[src/design/fpq8_pkg.sv]
// Package for the Q24.8 fixed-point ALU: action codes, field widths,
// shared item structures. No dependencies.
package fpq8_pkg;

    localparam int FracBits  = 8;
    localparam int WordWidth = 32;
    localparam int IoWidth   = 32;
    localparam int ActWidth  = 4;
    localparam int QueueDepth = 4;

    typedef enum logic [ActWidth-1:0] {
        ACT_ADD      = 4'd0,
        ACT_SUB      = 4'd1,
        ACT_MUL      = 4'd2,
        ACT_DIV      = 4'd3,
        ACT_MIN      = 4'd4,
        ACT_MAX      = 4'd5,
        ACT_INC      = 4'd6,
        ACT_DEC      = 4'd7,
        ACT_TO_INT   = 4'd8,
        ACT_FROM_INT = 4'd9
    } action_t;

    typedef struct packed {
        logic [ActWidth-1:0] action;
        logic signed [IoWidth-1:0] operand_a;
        logic signed [IoWidth-1:0] operand_b;
        logic a_less;
        logic a_equal;
        logic a_greater;
    } item_t;

    typedef struct packed {
        logic signed [IoWidth-1:0] result;
        logic a_less;
        logic a_equal;
        logic a_greater;
        logic overflow;
        logic divide_by_zero;
    } res_t;

endpackage

[src/design/fpq8_front.sv]
// Front stage: registers an accepted item and its comparison flags.
// Depends on fpq8_pkg.
module fpq8_front
#(
    parameter int WORD_WIDTH = fpq8_pkg::WordWidth
)
(
    input  logic             clk,
    input  logic             rst_n,
    input  logic             in_valid,
    output logic             in_ready,
    input  fpq8_pkg::item_t  in_item,
    output logic             out_valid,
    input  logic             out_ready,
    output fpq8_pkg::item_t  out_item
);
    localparam int INB = (WORD_WIDTH < fpq8_pkg::IoWidth) ? WORD_WIDTH : fpq8_pkg::IoWidth;

    logic            valid_reg;
    fpq8_pkg::item_t item_reg;
    fpq8_pkg::item_t item_next;
    logic signed [INB-1:0] a, b;

    assign in_ready  = !valid_reg || out_ready;
    assign out_valid = valid_reg;
    assign out_item  = item_reg;

    always_comb
    begin
        a                   = in_item.operand_a[INB-1:0];
        b                   = in_item.operand_b[INB-1:0];
        item_next           = in_item;
        item_next.a_less    = a < b;
        item_next.a_equal   = a == b;
        item_next.a_greater = a > b;
    end

    always_ff @(posedge clk or negedge rst_n)
    begin
        if (!rst_n)
            valid_reg <= 1'b0;
        else if (in_ready)
            valid_reg <= in_valid;
    end

    always_ff @(posedge clk)
    begin
        if (in_ready && in_valid)
            item_reg <= item_next;
    end
endmodule

[config.mk]
export PLATFORM = sky130hd
export DESIGN_NAME = fpq8_front
export DESIGN_NICKNAME = d
export VERILOG_FILES = /design/src/design/fpq8_pkg.sv /design/src/design/fpq8_front.sv
export SDC_FILE = /design/constraint.sdc
export NUM_CORES = 1
export LEC_CHECK = 0
export BUFFER_PORTS_ARGS = -buffer_cell sky130_fd_sc_hd__buf_2
export CAP_MARGIN = 20
export CELL_PAD_IN_SITES_DETAIL_PLACEMENT = 2
export CELL_PAD_IN_SITES_GLOBAL_PLACEMENT = 2
export CORE_MARGIN = 5
export CORE_UTILIZATION = 29
export CTS_CLUSTER_DIAMETER = 100
export DETAILED_ROUTE_END_ITERATION = 8
export HOLD_SLACK_MARGIN = 0.12
export MAX_ROUTING_LAYER = met4
export PLACE_DENSITY_LB_ADDON = 0.1
export SYNTH_ARGS = -nofsm -noshare
export SYNTH_HDL_FRONTEND = slang
export SYNTH_SLANG_ARGS = --single-unit
[constraint.sdc]
create_clock -name clk -period 3.1 [get_ports clk]
set_input_delay 0.62 -clock clk [delete_from_list [all_inputs] [get_ports clk]]
set_output_delay 0.62 -clock clk [all_outputs]
set_load 0.01 [all_outputs]
== After elaboration in Yosys (flattened, before gate mapping) ==
Cells that the tools add are included.

* Register bits after elaboration: 72
* Bits of input ports: 75
* Output and inout bits: 73
* Logic and storage cells: 13

* $lt $le $gt $ge: 2
* Eq/ne operators: 1
* Reductions and logical operators: 3

{| class="wikitable"
|+ Operators with widths
! operator !! number
|-
| == test 32 bit || 1
|-
| > comparator 32 bit || 1
|-
| less-than comparator 32 bit || 1
|-
| logical AND 1 bit || 1
|-
| logical NOT 1 bit || 1
|-
| logical OR 1 bit || 1
|}

== Depth between registers and ports, before layout ==
* Depth in word-level cells: 3
* Depth in mapped cells: 8
* Depth with buffers taken out: 8

== Worst setup path before layout ==
OpenSTA, ideal clock, no wires.

* Path kind: in2reg
* Start: in out_ready
* End: reg item_reg (netlist bit out_item[0]) (enable)
* Library setup time: 0.437 ns
* Data arrival time: 2.498 ns
* Data required time: 2.663 ns
* Path slack: 0.165 ns
* Stages on the path: 2
* Buffers on the path: 0
* Cells stage by stage: nand2b_1 and2_1

* Cells in the longest elaborated chain, start to end: 2

{| class="wikitable"
|+ RTL lines
! what !! line !! RTL
|-
| start, declared || fpq8_front.sv:14 || <nowiki>input logic out_ready,</nowiki>
|-
| logical OR 1 bit || fpq8_front.sv:24 || <nowiki>assign in_ready = !valid_reg || out_ready;</nowiki>
|-
| logical AND 1 bit || fpq8_front.sv:48 || <nowiki>if (in_ready && in_valid)</nowiki>
|-
| end signal, assigned || fpq8_front.sv:49 || <nowiki>item_reg <= item_next;</nowiki>
|-
| end, declared || fpq8_front.sv:20 || <nowiki>fpq8_pkg::item_t item_reg;</nowiki>
|}

Every way passes these cells.
A chain may end at the register's enable or synchronous reset.

==> reports/summary.txt <==
status: finished, final reports clean
first-pass GRT wire length: 12.0 mm
Syn Inst Count: 192
Pleak: 1.92 nW
dpl ws: 330 ps
Int Power: 1.71 mW
Die ar.: 12,500 µm²
vias: 2,128
syn_nets: 299
root buf cell: clkbuf_8
WL final: 7.57 mm
area of the multi-input gates: 727 µm²
antenna diode count: 0
CP bufs+invs: 2
CTS tree: yes
Iteration-0 DRC Markers: 30
WS Path Type: in2reg
unique cell type count in the Yosys netlist: 24
largest net degree at the start of global routing: 72
clock power share: 36.3%
Reg area: 2160 µm²
crit end category: flop
switching power: 517 µW
vias in the first global route: 2,503
Tightest Pin Transition: 481 ps
CP arrival: 2460 ps
final setup vio count: 0
Die Ht: 112 µm
power per standard cell area: 536 nW/µm²
slowest stage delay, CP: 330 ps
Critical Path, Cell by Cell: buf_2, inv_1, ha_1, a21o_1, a221o_1, a221oi_2, o21ai_1, or3_1, and2_1
Worst path slowest cell: a221o_1
share of layout cells above drive strength 1: 46.6%
# rows: 37
Worst-path clk slew: 80 ps
Initial Util: 29.4%
Die X: 112 µm
Core ar.: 10,200 µm²
number of fill cells in the layout: 1,074
post-route ant nets: 0
Sw Ratio: 23.2%
worst setup margin: 734 ps
Fmax: 423 MHz
Vias/cell: 4.34
total negative slack: 0 ps
syn avg cell area: 15.7 µm²
total global-route track usage: 12.6%
DP Area: 3920 µm²
Clk Latency, worst-skew pair: 340 ps
fin. max-slew vios: 0
Final Critical Period: 2370 ps
Crit path required time: 3190 ps
Fin. Hold Viols: 0
total grt overflow: 0
hpwl dp: 6.08 mm
RSZ-0062 raised after global routing: false
Top delay family on crit path: compound AO/OA/AOI/OAI gates
number of I/O pins: 148
Max Cap Viol: 0
Slew HR: 67.6%
DRT Pass-1 Iters: 4
synthesis-to-finish area growth: 37.7%
combinational fraction of design power: 12.1%
#FFs+latches synth: 72
hold crit path type: in2reg
final instance area: 4150 µm²
drc violations: 0
H-tree lvl count: 3
Net count, final: 456
clk buf depth: 2
Sink Count: 72
Synthesis Warnings: 0
initial antenna violation count: 0
period utilization: 76.3%
# port buffers: 144
Worst Skew: 8.58 ps
CTS Buf Count: 9
register area share after synthesis: 71.7%
Max FO, Critical Path: 2
Reg power frac: 51.5%
Routed WL per cell: 15.4 µm
Startpoint Class: input port
Max rail drop VDD: 0.000169 V
post-synthesis instance area: 3010 µm²
RD Place Congestion: 0.701
## area by class of cell
type	count	area share, %
clock inverter	5	1.99
sequential	72	52.0
inverter	34	3.08
tap	136	4.10
multi-input combinational	86	17.5
timing repair buffer	146	18.1
clock buffer	11	3.17
## synthesized netlist by cell type
master / number / area [µm²]
nand4_1: 5 / 31.3
ha_1: 32 / 400
a221oi_1: 2 / 17.5
a221o_1: 1 / 10.0
nor3_2: 1 / 10.0
a221oi_2: 1 / 15.0
a21o_2: 2 / 17.5
o21ai_1: 1 / 5.00
a31oi_1: 1 / 6.26
nor4_1: 1 / 6.26
dfrtp_1: 1 / 25.0
a21oi_1: 10 / 50.1
and2_2: 1 / 7.51
or3_1: 2 / 12.5
and2_1: 2 / 12.5
inv_1: 34 / 128
nand3_1: 2 / 10.0
nand2_1: 8 / 30.0
edfxtp_1: 71 / 2130
and4_1: 1 / 8.76
nand2b_1: 5 / 31.3
a21o_1: 2 / 15.0
nor2_1: 1 / 3.75
o21ai_0: 5 / 25.0
## power by group through the flow
stage	clock, mW	combinational (mW)	sequential (mW)
after floorplan	0	0.0964	1.20
after global placement	0	0.270	1.17
after detailed placement	0	0.277	1.17
after CTS	0.845	0.280	1.15
after global routing	0.883	0.307	1.15
final	0.808	0.269	1.15
## path summary, 6_finish.rpt
| check | startpoint | endpoint | slack (ps) | cells after the start |
|---|---|---|---|---|
| min reg2reg | out_valid | out_valid | 540 | 2 |
| max in group asynchronous | rst_n | out_valid | 2440 | 2 |
| min in group asynchronous | rst_n | out_valid | 580 | 2 |
| max | in_item[28] | out_item[2] | 730 | 9 |
| max reg2reg | out_valid | out_item[53] | 1720 | 3 |
| min | in_item[69] | out_item[69] | 450 | 1 |
## kinds of logic after synthesis
kind of cell | synth area share, %
simple gates | 5.44
fa+ha+maj | 13.3
compound gates | 5.36
buf+inv | 4.24
flops | 71.7
## per-stage QoR
stage / hold WS (ps) / util [%] / power (mW) / instances
2_1_floorplan: 324 / - / 1.30 / 192
3_3_place_gp: 396 / 38.3 / 1.44 / 473
3_5_place_dp: 396 / 38.3 / 1.45 / 473
4_1_cts: 428 / 40.5 / 2.27 / 490
5_1_grt: 433 / 40.5 / 2.34 / 490
6_report: 452 / 40.5 / 2.22 / 490
## metal layers
metal / vias to the layer above / track usage [%] / share of wire (%)
met5: - / - / 0
met4: 0 / 3.89 / 1.1
met3: 9 / 3.97 / 6.8
met2: 88 / 21.3 / 51
met1: 1014 / 14.4 / 41
li1: 1017 / - / -
## cells in the final DEF (no fill, tap or decap)
cell type / instances
buf_2: 144
edfxtp_1: 71
inv_1: 34
ha_1: 32
a21oi_1: 10
clkbuf_8: 9
nand2_1: 8
nand2b_1: 5
nand4_1: 5
o21ai_0: 5
and2_2: 2
nand3_1: 2
a221oi_1: 2
a21o_1: 2
or3_1: 2
a21o_2: 2
clkbuf_1: 2
clkinv_4: 2
bufinv_16: 2
nor2_1: 1
nor4_1: 1
and4_1: 1
a31oi_1: 1
a221o_1: 1
a221oi_2: 1
o21ai_1: 1
and2_1: 1
nor3_2: 1
clkinv_2: 1
dlygate4sd3_1: 1
dfrtp_1: 1
buf_12: 1
## state kept, by name, summed over array words and instances (netlist names)
signal,flops
out_valid,1
out_item,71
## repair_timing
item                                    4_1_cts  5_1_grt
endpoints found under the setup margin        0        0
hold endpoints to repair                      1        0
buffers inserted                              0        0
hold buffers                                  1        0
gates resized for setup                       0        0
Note: power is estimated with default switching activity, not from simulation.
