**src/design/fpq8_pkg.sv**
```systemverilog
// Package for the Q24.8 fixed-point ALU: action codes, field widths,
// shared item structures. No dependencies.
package fpq8_pkg;

    localparam int FracBits  = 8;
    localparam int WordWidth = 32;
    localparam int IoWidth   = 32;
    localparam int ActWidth  = 4;
    localparam int QueueDepth = 4;

    typedef enum logic [ActWidth-1:0] {
        ACT_ADD      = 4'd0,
        ACT_SUB      = 4'd1,
        ACT_MUL      = 4'd2,
        ACT_DIV      = 4'd3,
        ACT_MIN      = 4'd4,
        ACT_MAX      = 4'd5,
        ACT_INC      = 4'd6,
        ACT_DEC      = 4'd7,
        ACT_TO_INT   = 4'd8,
        ACT_FROM_INT = 4'd9
    } action_t;

    typedef struct packed {
        logic [ActWidth-1:0] action;
        logic signed [IoWidth-1:0] operand_a;
        logic signed [IoWidth-1:0] operand_b;
        logic a_less;
        logic a_equal;
        logic a_greater;
    } item_t;

    typedef struct packed {
        logic signed [IoWidth-1:0] result;
        logic a_less;
        logic a_equal;
        logic a_greater;
        logic overflow;
        logic divide_by_zero;
    } res_t;

endpackage

```
**src/design/fpq8_queue.sv**
```systemverilog
// Small FIFO between front and back stages.
// Depends on fpq8_pkg.
module fpq8_queue
#(
    parameter int DEPTH = fpq8_pkg::QueueDepth
)
(
    input  logic             clk,
    input  logic             rst_n,
    input  logic             in_valid,
    output logic             in_ready,
    input  fpq8_pkg::item_t  in_item,
    output logic             out_valid,
    input  logic             out_ready,
    output fpq8_pkg::item_t  out_item
);
    localparam int AW = (DEPTH > 1) ? $clog2(DEPTH) : 1;

    fpq8_pkg::item_t mem_reg [DEPTH];
    logic [AW-1:0] wr_reg, rd_reg;
    logic [AW:0]   cnt_reg;
    logic          push, pop;

    assign in_ready  = cnt_reg != (AW+1)'(DEPTH);
    assign out_valid = cnt_reg != '0;
    assign out_item  = mem_reg[rd_reg];
    assign push = in_valid && in_ready;
    assign pop  = out_valid && out_ready;

    always_ff @(posedge clk or negedge rst_n)
    begin
        if (!rst_n)
        begin
            wr_reg  <= '0;
            rd_reg  <= '0;
            cnt_reg <= '0;
        end
        else
        begin
            if (push)
                wr_reg <= (wr_reg == AW'(DEPTH-1)) ? '0 : wr_reg + 1'b1;
            if (pop)
                rd_reg <= (rd_reg == AW'(DEPTH-1)) ? '0 : rd_reg + 1'b1;
            if (push && !pop)
                cnt_reg <= cnt_reg + 1'b1;
            else if (pop && !push)
                cnt_reg <= cnt_reg - 1'b1;
        end
    end

    always_ff @(posedge clk)
    begin
        if (push)
            mem_reg[wr_reg] <= in_item;
    end

`ifndef ASSERT_OFF
    a_no_overfill: assert property (@(posedge clk) disable iff (!rst_n)
        cnt_reg <= (AW+1)'(DEPTH))
        else $error("queue count beyond depth");
    a_count_step: assert property (@(posedge clk) disable iff (!rst_n)
        (push && !pop) |=> cnt_reg == $past(cnt_reg) + 1'b1)
        else $error("queue count did not advance on push");
    a_ptr_gap: assert property (@(posedge clk) disable iff (!rst_n)
        cnt_reg == '0 |-> wr_reg == rd_reg)
        else $error("empty queue with unequal pointers");
`endif
endmodule

```
**config.mk**
```make
export PLATFORM = sky130hd
export DESIGN_NAME = fpq8_queue
export DESIGN_NICKNAME = d
export VERILOG_FILES = /design/src/design/fpq8_pkg.sv /design/src/design/fpq8_queue.sv
export SDC_FILE = /design/constraint.sdc
export NUM_CORES = 1
export LEC_CHECK = 0
export BUFFER_PORTS_ARGS = -buffer_cell sky130_fd_sc_hd__buf_2
export CAP_MARGIN = 5
export CELL_PAD_IN_SITES_DETAIL_PLACEMENT = 0
export CELL_PAD_IN_SITES_GLOBAL_PLACEMENT = 1
export CORE_UTILIZATION = 50
export DETAILED_ROUTE_END_ITERATION = 12
export GPL_TIMING_DRIVEN = 0
export MAX_ROUTING_LAYER = met4
export PLACE_DENSITY = 0.77
export SYNTH_ARGS = -nofsm -noshare
export SYNTH_HDL_FRONTEND = slang
export SYNTH_SLANG_ARGS = --single-unit
```
**constraint.sdc**
```tcl
create_clock -name clk -period 3.61 [get_ports clk]
set_clock_uncertainty 0.15 [all_clocks]
set_input_delay 0.361 -clock clk [delete_from_list [all_inputs] [get_ports clk]]
set_output_delay 0.361 -clock clk [all_outputs]
set_load 0.02 [all_outputs]
```
* Word level (Yosys, flattened, before mapping)
Memory sizes are Yosys's and may differ from the RTL's.
Cells that the tools add are included.
** Operators by class
- Add/subtract/negate cells :: 4
- Multipliers :: 0
- Divide/modulo/power cells :: 0
- $lt $le $gt $ge :: 0
- Eq/ne operators :: 3
- Shift-type cells :: 0
- Muxes and demuxes :: 6
- Bitwise operators :: 0
- Reductions and logical operators :: 8
** Operators with widths (count)
- 2-to-1 mux 3 bit :: 2
- adder 2 x 1 -> 2 bit, second input constant :: 2
- equality test 2 bit, second input constant :: 2
- logical AND 1 bit :: 4
- 2-to-1 mux 2 bit :: 2
- adder 3 x 1 -> 3 bit, second input constant :: 1
- != test 3 bit, second input constant :: 1
- nonzero test 3 bit :: 1
- subtractor 3 x 1 -> 3 bit, second input constant :: 1
- logical NOT 1 bit :: 2
- 2-to-1 mux 1 bit :: 2
- nonzero test 2 bit :: 1
** Storage, ports and cells
- Register bits :: 7
- Bits in latches :: 0
- Memory bits (writable) :: 284
- ROM bits :: 0
- Bits of input ports :: 75
- Output and inout bits :: 73
- Word-level logic and storage cells :: 25
- Memories :: 1
** Memory list
- mem_reg :: depth 4, width 71, rd ports 1, clocked after memory_dff 0, write ports 1, RTL line fpq8_queue.sv:19 : fpq8_pkg::item_t mem_reg [DEPTH];

* Longest topological paths before layout
Gate-level depths: netlist of run 1.
- Depth in word-level cells :: 6
- Mapped depth :: 8
- Depth with buffers taken out :: 8

* Worst setup path after synthesis of run 1
No wires, ideal clock.
- Kind :: register -> register
- From :: reg cnt_reg[0]
- To :: mem mem_reg[0][0] in the netlist's numbering (enable)
- Library setup time :: 0.437 ns
- Arrival time :: 2.433 ns
- Data required time :: 3.023 ns
- Setup slack :: 0.591 ns
- Cell stages (with the launch flop) :: 4
- Path buffers :: 0
- Period minus slack after synthesis :: 3.019 ns
- Path through :: dfrtp_1 -> nor2_1 -> a21boi_2 -> and2_1
** On the way
- Longest elaborated chain between the ends :: 4
** Ends and longest elaborated chain
- start, declared :: RTL line fpq8_queue.sv:21 : logic [AW:0] cnt_reg;
- start signal, assigned :: RTL line fpq8_queue.sv:45 : cnt_reg <= cnt_reg + 1'b1;
- start signal, assigned :: RTL line fpq8_queue.sv:47 : cnt_reg <= cnt_reg - 1'b1;
- != test 3 bit :: RTL line fpq8_queue.sv:24 : assign in_ready = cnt_reg != (AW+1)'(DEPTH);
- logical AND 1 bit :: RTL line fpq8_queue.sv:27 : assign push = in_valid && in_ready;
- via push :: RTL line fpq8_queue.sv:22 : logic push, pop;
- 2-to-1 mux 1 bit :: RTL line fpq8_queue.sv:53 : if (push)
- 2-to-1 mux 1 bit (implied by the code) :: RTL line fpq8_queue.sv:54 : mem_reg[wr_reg] <= in_item;
- end, declared :: RTL line fpq8_queue.sv:19
The timed path passes the listed nets, and every way through them passes these cells.

==> summary.md, run 1 <==
| Metric | Value |
|---|---|
| #FFs+latches synth | 291 |
| Commonest non-fill, non-tap cell in the layout | edfxtp_1 |
| Power Dens Cells | approximately 830 nW/µm² |
| Setup Viol. Count Final | 0 |
| Distinct cells, synth | 19 |
| Hold slack | about 0.035 ns |
| Worst EP required | slightly above 3 ns |
| CP Class | flop to output port |
| Gr ovfl total | 0 |
| Seq pwr share | 41.0% |
| Dpl hpwl | 11400 µm |
| Max cap viols | 0 |
| Min cycle time layout | 2.57 ns |
| Residual DRC | 0 |
| Initial Util | around 50% |
| Clk slew on worst S/H paths | around 0.060 ns |
| CTS Buffer Depth | 3 |
| Post-Syn Nets | 490 |
| Area after DPL | around 12000 µm² |
| Via count | 5055 |
| Drt pass-1 iters | 4 |
| Worst VDD drop | 490 µV |
| Post-synthesis simple-gate area fraction | less than 1% |
| Post-CTS setup buffers | 0 |
| Crit path DAT | 2.06 ns |
| Core outline area | roughly 21000 µm² |
| Outcome | finished, final reports clean |
| Layout cells sized above 1 | 42.2% |
| Top post-synthesis cells by area | edfxtp_1 (79%), mux4_2 (15%), dfrtp_1 (1.6%) |
| Synth top area share | 79.3% |
| IO Pins | 148 |
| Root buffer cell | clkbuf_16 |
| Final period utilization | around 71% |
| Global-route wire length before repair | 29800 µm |
| Int Pwr | 7830 µW |
| Worst-margin pin slew | 0.574 ns |
| Die footprint | ~22000 µm² |
| Syn avg cell area | approximately 26 µm² |
| Sw power | between 3000 and 4000 µW |
| CP endpoint kind | output port |
| DIE HEIGHT | about 150 µm |
| Commonest non-fill, non-tap cells in the layout | edfxtp_1 (284), buf_2 (154), dlygate4sd3_1 (72) |
| Critical Path Max Stage Delay | 0.54 ns |
| Pleak | 0.00474 µW |
| Slowest cell on the critical path | mux4_2 |
| Clock Power Share | 25.9% |
| Max-slew violation count | 0 |
| Comb pwr share | ~33% |
| Slew HR | between 60% and 70% |
| Row cnt | 53 |
| Max frequency | 389 MHz |
| Compound-Gate Fraction of Synth Area | less than 1% |
| CP Cell Sequence | buf_6 -> buf_12 -> mux4_2 -> buf_2 |
| Yosys top cell by area | edfxtp_1 |
| # diodes | 0 |
| Chip width | approximately 150 µm |
| Share of the yosys chip area belonging to registers | a little over 80% |
| Finished Cell Area | 13600 µm² |
| Post-route antenna net violation count | 0 |
| Max reg flops | 284 |
| Hold Crit Class | input port to asynchronous set/reset pin |
| Nets@finish | 744 |
| Drt wl/cell | approximately 20 µm |
| CP Max Fanout | 10 |
| Pin count of the biggest net entering global routing | 39 |
| Buffers on Ports | roughly 150 |
| Initial antenna violation count | 0 |
| Synth Area in Adders | less than 1% |
| Starting DRT DRC Count | 212 |
| Mux cell area share after synthesis | roughly 15% |
| Clock Latency Late Sink | about 0.53 ns |
| Hold Violations, Final | 0 |
| Via density | 5.28 |
| RSZ-0062 raised after global routing | false |
| Syn. warnings | 0 |
| Gr usage total | 18.6% |
| Critical path buffer and inverter count | 3 |
| Vias in the first global route | 5537 |
| Family with the most delay on the worst path | buffers and inverters |
| Main combinational cell family by area after synthesis | multiplexers |
| Xor/xnor share of the synthesized area | 0.244% |
| GPL Wtd Cong | 0.714 |
| Syn Std Cell Area | 10800 µm² |
| Clock Sinks | 291 |
| Switching share of power | 30.7% |
| Gate Count Post-Synth | 408 |
| TritonCTS clock tree | yes |
| CTS Buf Count | 29 |
| Hold_buf cts | 72 |
| Syn-to-layout area delta | 26.5% |
| Critical Path Start Type | flop |
| Total Wirelength | between 15000 and 20000 µm |
| H-tree depth | 1 |
| CTS resizes | 0 |
## synth_stat cells, drive strengths merged
| master | number |
|---|---|
| edfxtp | 284 |
| mux4 | 71 |
| buf | 15 |
| dfrtp | 7 |
| ha | 6 |
| mux2 | 5 |
| and2 | 4 |
| nor2 | 4 |
| inv | 3 |
| nand2 | 2 |
| xor2 | 2 |
| a21boi | 1 |
| clkbuf | 1 |
| fa | 1 |
| or3 | 1 |
| xnor2 | 1 |
## cell families (layout without fill, tap and decap cells)
kind of cell,Yosys count,in the layout
flops,291,291
mux,76,76
buf+inv,19,294
simple gates,11,11
fa+ha+maj,7,7
xor+xnor,3,3
compound gates,1,1
## power by group through the flow
stage | Sequential, µW | Clock, µW | Combinational, µW
floorplan | 4680 | 0 | 2580
global placement | 4740 | 0 | 3610
detailed placement | 4700 | 0 | 3750
CTS | 4640 | 2990 | 3830
global route | 4680 | 3120 | 4000
finish | 4630 | 2930 | 3740
## through the flow
stage	cells	TNS (ns)	worst slack, ns	utilization (%)	total power, µW
after floorplan	408	0	0.591	-	7260
after global placement	830	-222.35	-0.786	56.1	8350
after detailed placement	834	0	1.31	56.7	8450
after CTS	958	0	0.999	64.5	11500
after global routing	958	0	0.954	64.5	11800
final	958	0	1.04	64.5	11300
## final cells by class
class                           count  area (µm²)
Sequential cell                   291        8700
Tap cell                          275         344
Timing Repair Buffer              223        1570
Multi-Input combinational cell     98        1860
Inverter                            3        11.3
Buffer                             16         191
Fill cell                        1444        7480
Clock inverter                     18         186
Clock buffer                       34         744
## worst paths after layout
path / startpoint / end / slack [ns] / cells after the start
setup / recovery: rd_reg[0] / out_item[1] / 1.04 / 4
hold / removal: rst_n / cnt_reg[2] / 0.03 / 2
setup reg to reg: cnt_reg[1] / cnt_reg[2] / 1.27 / 8
hold reg to reg: cnt_reg[2] / cnt_reg[2] / 0.40 / 1
max in group asynchronous: rst_n / rd_reg[0] / 3.12 / 2
min in group clk: out_ready / rd_reg[0] / 0.10 / 3
## routing by layer
metal	GRT usage, %	wire, µm	vias to the layer above
met5	-	0	-
met4	4.79	402	0
met3	3.47	1120	36
met2	31.5	10100	135
met1	23.2	7990	2626
li1	-	-	2258
Note: power is estimated with default switching activity, not from simulation.
==> inputs of run 2 (changes only) <==
==> constraint.sdc (replaced) <==
create_clock -name clk -period 2.6 [get_ports clk]
set_clock_uncertainty 0.15 [all_clocks]
set_input_delay 0.26 -clock clk [delete_from_list [all_inputs] [get_ports clk]]
set_output_delay 0.26 -clock clk [all_outputs]
set_load 0.02 [all_outputs]
==> run 2 against run 1 <==
Clock power rose by 28%; flip-flop and latch count did not move; utilization fell by 0.26 points; global-route usage rose by 0.15 points; wire length fell by 1.8%; via count fell by 0.24%; register-to-register slack got worse by 1.1 ns; critical endpoint is now out_item[5].
==> summary.md, run 2 (synthesized netlist as in run 1, its figures left out) <==
| Metric | Value |
|---|---|
| Drt pass-1 iters | 4 (unchanged) |
| Row cnt | 53 (unchanged) |
| Worst VDD drop | 756 µV (+54%) |
| Commonest non-fill, non-tap cells in the layout | edfxtp_1 (284), buf_2 (154), dlygate4sd3_1 (74) |
| Residual DRC | 0 (unchanged) |
| Setup Viol. Count Final | 0 (unchanged) |
| GPL Wtd Cong | 0.698 (-2.2%) |
| CP Max Fanout | 10 (unchanged) |
| Initial antenna violation count | 1 (+1) |
| Final period utilization | between 90 and 100% |
| IO Pins | 148 (unchanged) |
| CP endpoint kind | output port |
| Max cap viols | 0 (unchanged) |
| Max reg flops | 284 (unchanged) |
| Initial Util | 51.0% (unchanged) |
| Power Total | 15300 µW (+36%) |
| Inst Count DP | 834 (unchanged) |
| Dpl hpwl | 11400 µm (about the same) |
| Crit path DAT | 2.05 ns (about the same) |
| TritonCTS clock tree | yes |
| Hold Violations, Final | 0 (unchanged) |
| Slew HR | 62.6% (+0.85 points) |
| CP Class | flop to output port |
| Clock Sinks | 291 (unchanged) |
| Pleak | 0.00472 µW (-0.43%) |
| Min cycle time layout | 2.46 ns |
| Gr usage total | 18.8% (+0.15 points) |
| H-tree depth | 1 (unchanged) |
| Via count | 5043 (-0.24%) |
| CTS Buf Count | 29 (unchanged) |
| Critical Path Start Type | flop |
| Nets@finish | 746 (+0.27%) |
| Pin count of the biggest net entering global routing | 41 (+5.1%) |
| Max-slew violation count | 0 (unchanged) |
| Power Dens Cells | 1130 nW/µm² (+36%) |
| RSZ-0062 raised after global routing | false |
| Hold depth | 3 |
| Drt wl/cell | 20.0 µm (-2.3%) |
| Reg2reg start | cnt_reg[1] |
| CTS resizes | 0 (unchanged) |
| Reg2Reg Capture Point | cnt_reg[2] |
| Buffers on Ports | 147 (unchanged) |
| Clock Latency Late Sink | 0.54 ns (about the same) |
| Starting DRT DRC Count | 207 (-2.4%) |
| Dpl ws | 0.271 ns (-1.03 ns) |
| Hold wc startpoint | in_valid |
| Global-route wire length before repair | 30300 µm (+1.5%) |
| Outcome | finished, final reports clean |
| R2R setup slack | 0.22 ns (-1.05 ns) |
| DIE HEIGHT | 149 µm (unchanged) |
| Post-route antenna net violation count | 0 (unchanged) |
| Die footprint | 22100 µm² (unchanged) |
| Fin cells | 962 (+0.42%) |
| Worst R2R Path Depth | 8 (unchanged) |
| Max frequency | 407 MHz |
| Worst-margin pin slew | 0.562 ns (-0.0128 ns) |
| Gr ovfl total | 0 (unchanged) |
| CP Cell Sequence | buf_6 -> buf_12 -> mux4_2 -> buf_2 |
| Hold Crit Class | input port to flop |
| Syn-to-layout area delta | 26.0% |
| Worst Hold End | wr_reg[0] |
| Critical Path Max Stage Delay | 0.52 ns (-0.02 ns) |
| Chip width | 149 µm (unchanged) |
| CTS Buffer Depth | 3 (unchanged) |
| Core outline area | 21100 µm² (unchanged) |
| Layout cells sized above 1 | 41.5% (-0.62 points) |
| Vias in the first global route | 5637 (+1.8%) |
| Via density | 5.24 (-0.65%) |
| Commonest non-fill, non-tap cell in the layout | edfxtp_1 |
| Slowest cell on the critical path | mux4_2 |
| Total Wirelength | 19200 µm (-1.8%) |
| Root buffer cell | clkbuf_16 |
| Clk slew on worst S/H paths | 0.06 ns (about the same) |
| Worst EP required | 2.19 ns (-0.91 ns) |
| PnR worst setup slack | 0.142 ns (-0.900 ns) |
[run 2: cell count changes in the layout (fill, tap and decap cells not counted), sizes merged, moves of 2 or more]
cell         before  now
clkinv           12   15
clkinvlp          2    0
dlygate4sd3      72   74
bufinv            4    1
clkbuf           35   37
[run 2: area by class of cell]
class | instances | area, µm²
Inverter | 3 | 11.3
Fill cell | 1406 | 7530
Clock buffer | 36 | 752
Clock inverter | 17 | 103
Tap cell | 275 | 344
Multi-Input combinational cell | 98 | 1860
Timing Repair Buffer | 225 | 1590
Sequential cell | 291 | 8700
Antenna cell | 1 | 2.50
Buffer | 16 | 191
[run 2: worst max-delay path by stage]
| stage | from | end |
|---|---|---|
| 4_1_cts | rd_reg[1] | out_item[5] |
| 2_1_floorplan | cnt_reg[0] | mem_reg[0][0] |
| 3_5_place_dp | cnt_reg[1] | cnt_reg[2] |
| 6_report | rd_reg[0] | out_item[5] |
| 5_1_grt | rd_reg[1] | out_item[5] |
| 3_3_place_gp | cnt_reg[0] | mem_reg[3][12] |
[run 2: worst max-delay path, delay by kind of cell, from the launching register on]
kind / cells / cell delay [ns]
buffers and inverters: 3 / 0.61
DFF: 1 / 0.36
muxes: 1 / 0.52
[run 2: routing by layer]
metal,wire [µm],GRT usage [%]
met3,1040,3.25
met4,297,5.31
met2,9910,31.8
met1,7960,23.3
met5,0,-
[run 2: metrics by stage]
step	hold slack [ns]	utilization (%)	setup TNS [ns]	instance area, µm²
finish	0.126	64.3	0	13600
global route	0.124	64.3	0	13600
CTS	0.105	64.3	0	13600
detailed placement	-0.0408	56.7	0	12000
global placement	-0.0491	56.2	-117.40	11800
floorplan	-0.186	-	0	10800
[run 2: power breakdown]
part	internal (µW)	switching, µW
Combinational	2260	2920
Sequential	6190	220
Clock	2130	1610
[run 2: repair_timing]
action	in CTS	in global routing
hold buffers	74	0
setup buffers	0	0
endpoints found under the hold margin	292	0
